### src/rtl/tba_pkg.sv
// ----------------------------------------------------------------------------
// tba_pkg
// Shared types and constants of the trimmed block average unit.
// ----------------------------------------------------------------------------
`timescale 1ns / 1ps
`default_nettype none

package tba_pkg;

  // Configuration port
  localparam int CFG_IDX_W = 1;
  localparam int REG_W     = 8;

  localparam logic [CFG_IDX_W-1:0] CFG_WINDOW_SIZE  = 1'b0;
  localparam logic [CFG_IDX_W-1:0] CFG_DECIM_PERIOD = 1'b1;

  localparam logic [REG_W-1:0] WINDOW_SIZE_RST  = 8'd3;
  localparam logic [REG_W-1:0] DECIM_PERIOD_RST = 8'd1;

  // Smallest window that still leaves one sample after trimming
  localparam logic [REG_W-1:0] MIN_WINDOW = 8'd3;
  localparam logic [REG_W-1:0] TRIM_COUNT = 8'd2;

  // Window queue between accumulator and divider
  localparam int QUEUE_DEPTH = 2;

  typedef struct packed {
    logic full;
    logic empty;
  } queue_stat_t;

  typedef enum logic [1:0] {
    B_IDLE,
    B_DIV,
    B_HOLD
  } back_state_t;

endpackage

`default_nettype wire

### src/rtl/tba_front.sv
// ----------------------------------------------------------------------------
// tba_front
// Decimates samples, accumulates sum, max and min, and queues each window.
// ----------------------------------------------------------------------------
`timescale 1ns / 1ps
`default_nettype none

module tba_front #(
  parameter int SAMPLE_WIDTH = 16
) (
  input  wire logic                         clk,
  input  wire logic                         rst_n,
  input  wire logic                         in_valid,
  output logic                              in_stall,
  input  wire logic [SAMPLE_WIDTH-1:0]      in_sample,
  input  wire logic [tba_pkg::REG_W-1:0]    window_size,
  input  wire logic [tba_pkg::REG_W-1:0]    decim_period,
  input  wire tba_pkg::queue_stat_t         q_stat,
  output logic                              push,
  output logic [SAMPLE_WIDTH+tba_pkg::REG_W+SAMPLE_WIDTH+SAMPLE_WIDTH+tba_pkg::REG_W-1:0]
                                            push_data
);

  localparam int CNT_W = tba_pkg::REG_W;
  localparam int SUM_W = SAMPLE_WIDTH + CNT_W;

  logic [CNT_W-1:0]        tick_r, tick_nxt;
  logic [CNT_W-1:0]        kept_r, kept_nxt;
  logic [SUM_W-1:0]        sum_r, sum_nxt;
  logic [SAMPLE_WIDTH-1:0] max_r, max_nxt;
  logic [SAMPLE_WIDTH-1:0] min_r, min_nxt;

  logic                    accept;
  logic                    keep;
  logic                    done;
  logic [CNT_W-1:0]        tick_inc;
  logic [CNT_W-1:0]        kept_inc;
  logic [CNT_W-1:0]        limit;
  logic [SUM_W-1:0]        sum_add;
  logic [SAMPLE_WIDTH-1:0] max_upd;
  logic [SAMPLE_WIDTH-1:0] min_upd;

  // Stall whenever the queue has no room for a finished window
  assign in_stall = q_stat.full;
  assign accept   = in_valid && !q_stat.full;

  assign tick_inc = tick_r + 1'b1;
  assign keep     = !(tick_inc < decim_period);
  assign kept_inc = kept_r + 1'b1;
  assign sum_add  = sum_r + {{CNT_W{1'b0}}, in_sample};
  assign max_upd  = (in_sample > max_r) ? in_sample : max_r;
  assign min_upd  = (in_sample < min_r) ? in_sample : min_r;
  assign limit    = (window_size < tba_pkg::MIN_WINDOW) ? tba_pkg::MIN_WINDOW : window_size;
  assign done     = !(kept_inc < limit);

  always_comb begin
    tick_nxt = tick_r;
    kept_nxt = kept_r;
    sum_nxt  = sum_r;
    max_nxt  = max_r;
    min_nxt  = min_r;
    push     = 1'b0;
    if (accept) begin
      tick_nxt = keep ? '0 : tick_inc;
      if (keep) begin
        if (done) begin
          // hand the window off and start a fresh one
          push     = 1'b1;
          kept_nxt = '0;
          sum_nxt  = '0;
          max_nxt  = '0;
          min_nxt  = '1;
        end else begin
          kept_nxt = kept_inc;
          sum_nxt  = sum_add;
          max_nxt  = max_upd;
          min_nxt  = min_upd;
        end
      end
    end
  end

  assign push_data = {sum_add, max_upd, min_upd, kept_inc - tba_pkg::TRIM_COUNT};

  always_ff @(posedge clk) begin
    if (!rst_n) begin
      tick_r <= '0;
      kept_r <= '0;
      sum_r  <= '0;
      max_r  <= '0;
      min_r  <= '1;
    end else begin
      tick_r <= tick_nxt;
      kept_r <= kept_nxt;
      sum_r  <= sum_nxt;
      max_r  <= max_nxt;
      min_r  <= min_nxt;
    end
  end

endmodule

`default_nettype wire

### src/rtl/tba_queue.sv
// ----------------------------------------------------------------------------
// tba_queue
// Short first-in first-out queue of finished windows.
// ----------------------------------------------------------------------------
`timescale 1ns / 1ps
`default_nettype none

module tba_queue #(
  parameter int WIDTH = 64
) (
  input  wire logic             clk,
  input  wire logic             rst_n,
  input  wire logic             push,
  input  wire logic [WIDTH-1:0] push_data,
  input  wire logic             pop,
  output logic [WIDTH-1:0]      pop_data,
  output tba_pkg::queue_stat_t  q_stat
);

  localparam int DEPTH = tba_pkg::QUEUE_DEPTH;
  localparam int PTR_W = (DEPTH > 1) ? $clog2(DEPTH) : 1;
  localparam int CNT_W = $clog2(DEPTH + 1);

  logic [WIDTH-1:0] mem_r [DEPTH];
  logic [PTR_W-1:0] wr_ptr_r, wr_ptr_nxt;
  logic [PTR_W-1:0] rd_ptr_r, rd_ptr_nxt;
  logic [CNT_W-1:0] cnt_r, cnt_nxt;

  assign pop_data     = mem_r[rd_ptr_r];
  assign q_stat.full  = (cnt_r == CNT_W'(DEPTH));
  assign q_stat.empty = (cnt_r == '0);

  always_comb begin
    wr_ptr_nxt = wr_ptr_r;
    rd_ptr_nxt = rd_ptr_r;
    cnt_nxt    = cnt_r;
    if (push) begin
      wr_ptr_nxt = (wr_ptr_r == PTR_W'(DEPTH - 1)) ? '0 : wr_ptr_r + 1'b1;
    end
    if (pop) begin
      rd_ptr_nxt = (rd_ptr_r == PTR_W'(DEPTH - 1)) ? '0 : rd_ptr_r + 1'b1;
    end
    case ({push, pop})
      2'b10:   cnt_nxt = cnt_r + 1'b1;
      2'b01:   cnt_nxt = cnt_r - 1'b1;
      default: cnt_nxt = cnt_r;
    endcase
  end

  always_ff @(posedge clk) begin
    if (!rst_n) begin
      wr_ptr_r <= '0;
      rd_ptr_r <= '0;
      cnt_r    <= '0;
    end else begin
      wr_ptr_r <= wr_ptr_nxt;
      rd_ptr_r <= rd_ptr_nxt;
      cnt_r    <= cnt_nxt;
    end
  end

  always_ff @(posedge clk) begin
    if (push) begin
      mem_r[wr_ptr_r] <= push_data;
    end
  end

endmodule

`default_nettype wire

### src/rtl/tba_back.sv
// ----------------------------------------------------------------------------
// tba_back
// Trims each queued window and divides it, one quotient bit per cycle.
// ----------------------------------------------------------------------------
`timescale 1ns / 1ps
`default_nettype none

module tba_back #(
  parameter int SAMPLE_WIDTH = 16
) (
  input  wire logic                    clk,
  input  wire logic                    rst_n,
  input  wire tba_pkg::queue_stat_t    q_stat,
  input  wire logic [SAMPLE_WIDTH+tba_pkg::REG_W+SAMPLE_WIDTH+SAMPLE_WIDTH+tba_pkg::REG_W-1:0]
                                       pop_data,
  output logic                         pop,
  output logic                         out_valid,
  input  wire logic                    out_stall,
  output logic [SAMPLE_WIDTH-1:0]      out_average
);

  localparam int DIV_W  = tba_pkg::REG_W;
  localparam int SUM_W  = SAMPLE_WIDTH + DIV_W;
  localparam int STEP_W = $clog2(SUM_W);

  // queue entry layout: sum, max, min, divisor
  localparam int DIV_LO = 0;
  localparam int MIN_LO = DIV_LO + DIV_W;
  localparam int MAX_LO = MIN_LO + SAMPLE_WIDTH;
  localparam int SUM_LO = MAX_LO + SAMPLE_WIDTH;

  tba_pkg::back_state_t state_r, state_nxt;

  logic [DIV_W-1:0]        rem_r, rem_nxt;
  logic [SUM_W-1:0]        quo_r, quo_nxt;
  logic [DIV_W-1:0]        div_r, div_nxt;
  logic [STEP_W-1:0]       step_r, step_nxt;
  logic                    out_valid_r, out_valid_nxt;
  logic [SAMPLE_WIDTH-1:0] out_avg_r, out_avg_nxt;

  logic [SUM_W-1:0]        q_sum;
  logic [SUM_W-1:0]        q_max;
  logic [SUM_W-1:0]        q_min;
  logic [DIV_W:0]          rem_sh;
  logic [DIV_W:0]          rem_sub;
  logic                    ge;
  logic                    out_free;

  assign q_sum = pop_data[SUM_LO +: SUM_W];
  assign q_max = {{DIV_W{1'b0}}, pop_data[MAX_LO +: SAMPLE_WIDTH]};
  assign q_min = {{DIV_W{1'b0}}, pop_data[MIN_LO +: SAMPLE_WIDTH]};

  // restoring division step: dividend bits shift out the top of quo_r
  assign rem_sh  = {rem_r, quo_r[SUM_W-1]};
  assign rem_sub = rem_sh - {1'b0, div_r};
  assign ge      = (rem_sh >= {1'b0, div_r});

  assign out_free    = !out_valid_r || !out_stall;
  assign out_valid   = out_valid_r;
  assign out_average = out_avg_r;

  always_comb begin
    state_nxt     = state_r;
    rem_nxt       = rem_r;
    quo_nxt       = quo_r;
    div_nxt       = div_r;
    step_nxt      = step_r;
    out_avg_nxt   = out_avg_r;
    out_valid_nxt = out_valid_r && out_stall;
    pop           = 1'b0;
    unique case (state_r)
      tba_pkg::B_IDLE: begin
        if (!q_stat.empty) begin
          pop       = 1'b1;
          quo_nxt   = q_sum - q_max - q_min;
          div_nxt   = pop_data[DIV_LO +: DIV_W];
          rem_nxt   = '0;
          step_nxt  = STEP_W'(SUM_W - 1);
          state_nxt = tba_pkg::B_DIV;
        end
      end
      tba_pkg::B_DIV: begin
        rem_nxt  = ge ? rem_sub[DIV_W-1:0] : rem_sh[DIV_W-1:0];
        quo_nxt  = {quo_r[SUM_W-2:0], ge};
        step_nxt = step_r - 1'b1;
        if (step_r == '0) begin
          state_nxt = tba_pkg::B_HOLD;
        end
      end
      tba_pkg::B_HOLD: begin
        if (out_free) begin
          out_avg_nxt   = quo_r[SAMPLE_WIDTH-1:0];
          out_valid_nxt = 1'b1;
          state_nxt     = tba_pkg::B_IDLE;
        end
      end
      default: begin
        state_nxt = tba_pkg::B_IDLE;
      end
    endcase
  end

  always_ff @(posedge clk) begin
    if (!rst_n) begin
      state_r     <= tba_pkg::B_IDLE;
      out_valid_r <= 1'b0;
    end else begin
      state_r     <= state_nxt;
      out_valid_r <= out_valid_nxt;
    end
  end

  always_ff @(posedge clk) begin
    rem_r     <= rem_nxt;
    quo_r     <= quo_nxt;
    div_r     <= div_nxt;
    step_r    <= step_nxt;
    out_avg_r <= out_avg_nxt;
  end

endmodule

`default_nettype wire

### src/rtl/trimmed_block_average_unit.sv
// ---- trimmed_block_average_unit: block mean with max and min removed ----
// Path: the last kept item's window is queued, divided and registered onto out_valid.
// Throughput: one item per cycle while the queue has room; each window holds the
// divider until its result loads, so short windows stall in_ once two windows wait.
// Reset: synchronous, active low; clears counters, sums, queue and output valid.
// ----------------------------------------------------------------------------
`timescale 1ns / 1ps
`default_nettype none

module trimmed_block_average_unit #(
  parameter int SAMPLE_WIDTH = 16
) (
  input  wire logic                             clk,
  input  wire logic                             rst_n,
  // sample channel
  input  wire logic                             in_valid,
  output logic                                  in_stall,
  input  wire logic [SAMPLE_WIDTH-1:0]          in_sample,
  // result channel
  output logic                                  out_valid,
  input  wire logic                             out_stall,
  output logic [SAMPLE_WIDTH-1:0]               out_average,
  // configuration writes
  input  wire logic                             cfg_we,
  input  wire logic [tba_pkg::CFG_IDX_W-1:0]    cfg_index,
  input  wire logic [tba_pkg::REG_W-1:0]        cfg_wdata
);

  // Queue entry: window sum, max, min and divisor (kept count minus two)
  localparam int ENTRY_W = SAMPLE_WIDTH + tba_pkg::REG_W + SAMPLE_WIDTH + SAMPLE_WIDTH
                           + tba_pkg::REG_W;

  logic [tba_pkg::REG_W-1:0] window_size_r, window_size_nxt;
  logic [tba_pkg::REG_W-1:0] decim_period_r, decim_period_nxt;

  tba_pkg::queue_stat_t q_stat;
  logic                 push;
  logic                 pop;
  logic [ENTRY_W-1:0]   push_data;
  logic [ENTRY_W-1:0]   pop_data;

  // --------------------------------------------------------------------------
  // Configuration registers. Writes must land only while the unit is idle,
  // which the user must keep to; the block does not enforce it and applies
  // them immediately; a shrunk window or period acts at the next kept item.
  // --------------------------------------------------------------------------
  always_comb begin
    window_size_nxt  = window_size_r;
    decim_period_nxt = decim_period_r;
    if (cfg_we) begin
      unique case (cfg_index)
        tba_pkg::CFG_WINDOW_SIZE:  window_size_nxt  = cfg_wdata;
        tba_pkg::CFG_DECIM_PERIOD: decim_period_nxt = cfg_wdata;
        default: begin
          window_size_nxt  = window_size_r;
          decim_period_nxt = decim_period_r;
        end
      endcase
    end
  end

  always_ff @(posedge clk) begin
    if (!rst_n) begin
      window_size_r  <= tba_pkg::WINDOW_SIZE_RST;
      decim_period_r <= tba_pkg::DECIM_PERIOD_RST;
    end else begin
      window_size_r  <= window_size_nxt;
      decim_period_r <= decim_period_nxt;
    end
  end

  // --------------------------------------------------------------------------
  // Front: decimate, accumulate sum/max/min, and push the finished window
  // into the queue. Stall only when the queue is full.
  // --------------------------------------------------------------------------
  tba_front #(
    .SAMPLE_WIDTH (SAMPLE_WIDTH)
  ) u_front (
    .clk          (clk),
    .rst_n        (rst_n),
    .in_valid     (in_valid),
    .in_stall     (in_stall),
    .in_sample    (in_sample),
    .window_size  (window_size_r),
    .decim_period (decim_period_r),
    .q_stat       (q_stat),
    .push         (push),
    .push_data    (push_data)
  );

  // --------------------------------------------------------------------------
  // Two-entry queue: lets the next window accumulate while the divider works.
  // --------------------------------------------------------------------------
  tba_queue #(
    .WIDTH (ENTRY_W)
  ) u_queue (
    .clk       (clk),
    .rst_n     (rst_n),
    .push      (push),
    .push_data (push_data),
    .pop       (pop),
    .pop_data  (pop_data),
    .q_stat    (q_stat)
  );

  // --------------------------------------------------------------------------
  // Back: trim (sum - max - min), divide by kept count minus two with a
  // bit-serial restoring divider (SAMPLE_WIDTH+8 steps), then load the
  // output register. The output register frees the divider for the next
  // window while a result waits on out_stall.
  // --------------------------------------------------------------------------
  tba_back #(
    .SAMPLE_WIDTH (SAMPLE_WIDTH)
  ) u_back (
    .clk         (clk),
    .rst_n       (rst_n),
    .q_stat      (q_stat),
    .pop_data    (pop_data),
    .pop         (pop),
    .out_valid   (out_valid),
    .out_stall   (out_stall),
    .out_average (out_average)
  );

`ifndef ASSERT_OFF
  // queue cannot be full and empty at once
  a_queue_stat: assert property (@(posedge clk) disable iff (!rst_n)
    !(q_stat.full && q_stat.empty))
    else $error("queue reports full and empty together");

  // divider pops only an occupied queue
  a_pop_nonempty: assert property (@(posedge clk) disable iff (!rst_n)
    pop |-> !q_stat.empty)
    else $error("pop from empty queue");

  // a pushed window leaves the queue non-empty
  a_push_lands: assert property (@(posedge clk) disable iff (!rst_n)
    (push && !pop) |=> !q_stat.empty)
    else $error("pushed window lost");

  // a finished window is only pushed while the front accepts an item
  a_push_on_accept: assert property (@(posedge clk) disable iff (!rst_n)
    push |-> (in_valid && !in_stall))
    else $error("window pushed without an accepted item");
`endif

endmodule

`default_nettype wire

### config.mk
export PLATFORM = sky130hd
export DESIGN_NAME = trimmed_block_average_unit
export DESIGN_NICKNAME = d
export VERILOG_FILES = /design/src/rtl/tba_pkg.sv /design/src/rtl/tba_front.sv /design/src/rtl/tba_queue.sv /design/src/rtl/tba_back.sv /design/src/rtl/trimmed_block_average_unit.sv
export SDC_FILE = /design/constraint.sdc
export NUM_CORES = 1
export LEC_CHECK = 0
export BUFFER_PORTS_ARGS = -buffer_cell sky130_fd_sc_hd__clkbuf_2
export CORE_UTILIZATION = 40
export CTS_BUF_LIST = sky130_fd_sc_hd__clkbuf_8
export CTS_CLUSTER_DIAMETER = 40
export CTS_CLUSTER_SIZE = 14
export DETAILED_ROUTE_END_ITERATION = 10
export PLACE_DENSITY = 0.59
export SLEW_MARGIN = 20
export SYNTH_ARGS = -nofsm -noshare
export SYNTH_HDL_FRONTEND = slang
export SYNTH_SLANG_ARGS = --single-unit
### constraint.sdc
create_clock -name clk -period 7.41 [get_ports clk]
set_input_delay 0.3705 -clock clk [delete_from_list [all_inputs] [get_ports clk]]
set_output_delay 0.3705 -clock clk [all_outputs]
set_load 0.02 [all_outputs]
==> flow_metrics.py <==
metrics = {
    "outcome": {
        "status": "completed",
    },
    "logic_synthesis": {
        "yosysUniqueCellTypes": 71,
        "synth_seq_cells": 285,
        "synth_nets": 1484,
        "synth-edff-count": 189,
        "postSynthAreaPerCell_sq_um": 11.1,
        "async_flop_share_pct": 0,
        "seq_area_frac_synth_pct": 51.1,
        "yosys_warnings": 0,
        "netlist_area_sq_mm": 0.0149,
        "syn_inst": 1345,
        "synth_flop_cell": "edfxtp_1",
    },
    "cells_and_area": {
        "final_cell_mix": "edfxtp_1, nand2_1, nor2_1",
        "layout_commonest_cell": "edfxtp_1",
        "fin_nets": 1538,
        "area_delta_synth_final_pct": 12.3,
        "antenna_cells": 0,
        "layout-drive-gt1-share_pct": 15.4,
    },
    "floorplan": {
        "die_h_microns": 195,
        "num_io_pins": 48,
        "core_area_sq_mm": 0.0366,
        "initial_utilization_pct": 40.6,
        "placement_rows": 70,
        "die_area_sq_mm": 0.0379,
        "dieWidth_microns": 195,
    },
    "power_and_ir_drop": {
        "p_seq_share_pct": 35.7,
        "ir_worst_vdd_mv": 0.175,
        "p_sw_share_pct": 37.5,
        "leakagePower_nw": 6.34,
        "power_mw": 6.17,
        "p_clk_share_pct": 25.8,
        "p_comb_share_pct": 38.6,
        "power.switching_mw": 2.31,
        "p_int_mw": 3.86,
        "power_density_mw_per_mm2": 369,
    },
    "timing": {
        "setup_tns_ns": 0,
        "worst_pin_slew_ns": 1.17,
        "fin_skew_ns": 0.0258,
        "period_needed_ns": 4.74,
        "rsz0062_at_grt": "no",
        "setup_viol": 0,
        "max-slew-margin-rel_pct": 19.7,
        "drv_slew": 0,
        "whs_ns": 0.0468,
        "hold_viol": 0,
        "period_share_pct": 64.0,
        "maxClockFrequency_mhz": 211,
    },
    "critical_path": {
        "cpPeakStageDelay_ns": 0.83,
        "path_cells": "buf_4 -> mux2_2 -> fa_1 -> ha_1 -> o21ai_0 -> o21a_1 -> o21ai_0 -> o32ai_1 -> o21ai_0 -> xnor2_1 -> a21oi_1",
        "worstSetupStartpointType": "flip-flop",
        "cp_common_cell": "o21ai_0",
        "cp-end-kind": "flip-flop",
        "setup.worst_path.class": "flip-flop to flip-flop",
        "cp_slowest_cell": "o32ai_1",
        "required_ns": 7.72,
        "cp_max_fo": 36,
        "arrival_ns": 5.05,
    },
    "routing": {
        "highest_layer": "met4",
        "ant_nets": 0,
        "drtIter0Drc": 752,
        "wl_per_cell_microns": 17.2,
        "via_per_inst": 5.36,
        "drt-total-wl_mm": 32.8,
        "dr_wl_met2_mm": 13.7,
        "m1WireLength_mm": 17.0,
        "wl_met3_mm": 1.32,
        "dr.pass1.iters": 5,
        "vias": 10200,
        "drc": 0,
    },
    "clock_network": {
        "clockRootBuffer": "clkbuf_8",
        "hold_buffers": 0,
        "post-cts-setup-buffers": 0,
        "cts.path.max_buffers": 3,
        "clkSinkCount": 285,
        "cts_tree": "built",
        "cts-resized-gates": 0,
        "clk_latency_ns": 0.59,
        "cts_made_buffers": 46,
        "cts-htree-levels": 2,
        "cts.clk_slew.worst_paths_ns": 0.08,
    },
    "global_routing": {
        "grt_antenna_before_repair": 0,
        "gr-usage-all-layers_pct": 17.4,
        "grt_pass1_vias": 9859,
        "grt-ovfl-total": 0,
        "grt_start_max_net_pins": 87,
        "grt_pass1_wl_mm": 52.9,
    },
    "placement": {
        "io_buffers": 47,
        "hpwl_mm": 22.8,
        "gp_congestion": 0.835,
    },
    "worst_hold_path": {
        "hold_path.class": "input pin to flip-flop",
        "hold_start": "cfg_wdata[6]",
    },
    "run": {
        "cap_violations": 0,
    },
}
## kinds of logic (layout without fill, tap and decap cells)
| kind of cell | Yosys count | after routing | synth area share [%] |
|---|---|---|---|
| xor+xnor | 67 | 67 | 3.95 |
| compound gates | 296 | 296 | 13.4 |
| mux | 94 | 94 | 6.79 |
| buf+inv | 132 | 223 | 3.45 |
| flops | 285 | 285 | 51.1 |
| simple gates | 362 | 362 | 11.2 |
| fa+ha+maj | 109 | 109 | 10.1 |
## flip-flops by register name, summed over array words and instances (netlist names), 2 cells and up, named ones only
signal              count
u_queue.mem_r         128
u_back.quo_r           24
u_front.sum_r          24
u_back.out_average     16
u_front.max_r          16
u_front.min_r          16
decim_period_r          8
u_back.div_r            8
u_back.rem_r            8
u_front.kept_r          8
u_front.tick_r          8
window_size_r           8
u_back.step_r           5
u_back.state_r          2
u_queue.cnt_r           2
## critical path: cells and delay by family, from the launching register on
kind / cells / cell delay [ns]
buffers and inverters: 1 / 0.55
AOI/OAI and AO/OA: 6 / 1.85
muxes: 1 / 0.41
adders and majority gates: 2 / 0.78
DFF: 1 / 0.67
xor gates and xnor gates: 1 / 0.19
## power groups by stage
stage	sequential [mW]	combinational (mW)	clock (mW)
2_1_floorplan	2.16	1.85	0
3_3_place_gp	2.23	2.34	0
3_5_place_dp	2.23	2.38	0
4_1_cts	2.20	2.39	1.63
5_1_grt	2.23	2.66	1.70
6_report	2.20	2.38	1.59
## worst paths after layout
kind                                    end  slack [ns]  cells past startpoint
max reg2reg      u_back.quo_r[14]$_DFFE_PP_        2.67                     11
min reg2reg  decim_period_r[7]$_SDFFE_PN0P_        0.46                      2
max              u_back.quo_r[14]$_DFFE_PP_        2.67                     11
min           window_size_r[6]$_SDFFE_PN0P_        0.05                      3
## synthesized netlist by cell type (13+ instances only)
library cell,n,share of area (%)
a21oi_1,84,2.8
xor2_1,37,2.2
a32oi_1,16,0.94
clkbuf_1,35,0.88
nor2_1,113,2.9
inv_1,78,2.0
a21o_1,16,0.81
o21ai_0,55,1.9
mux2_2,55,4.2
o32ai_1,17,1.0
nand2_1,120,3.0
a22oi_1,18,0.91
dfxtp_1,96,13
nor3_1,13,0.44
mux2i_1,39,2.6
nand4_1,16,0.67
fa_1,18,2.4
edfxtp_1,189,38
ha_1,91,7.7
nand3_1,36,1.2
xnor2_1,30,1.8
and3_1,14,0.59
## stage by stage
| step | instance area, sq um | setup WS (ns) | instances | util, % |
|---|---|---|---|---|
| 6_report | 16700 | 2.67 | 1904 | 45.6 |
| 5_1_grt | 16700 | 2.40 | 1904 | 45.6 |
| 4_1_cts | 16700 | 2.65 | 1904 | 45.6 |
| 3_5_place_dp | 15600 | 2.67 | 1819 | 42.6 |
| 3_3_place_gp | 15600 | 2.71 | 1819 | 42.6 |
| 2_1_floorplan | 14900 | 1.93 | 1345 | - |
## metal layers
layer	track usage [%]	vias to the layer above
li1	-	5070
met4	5.34	0
met5	0	-
met3	2.97	53
met1	25.8	4876
met2	25.9	199
## layout make-up
class | instances | area [sq um]
fill | 3415 | 19900
tap | 468 | 586
sequential | 285 | 7600
clock buffer | 51 | 702
inverter | 79 | 297
clock inverter | 34 | 395
multi-input combinational | 928 | 6790
timing repair buffer | 59 | 325
Power figures use the tool's default switching activity.
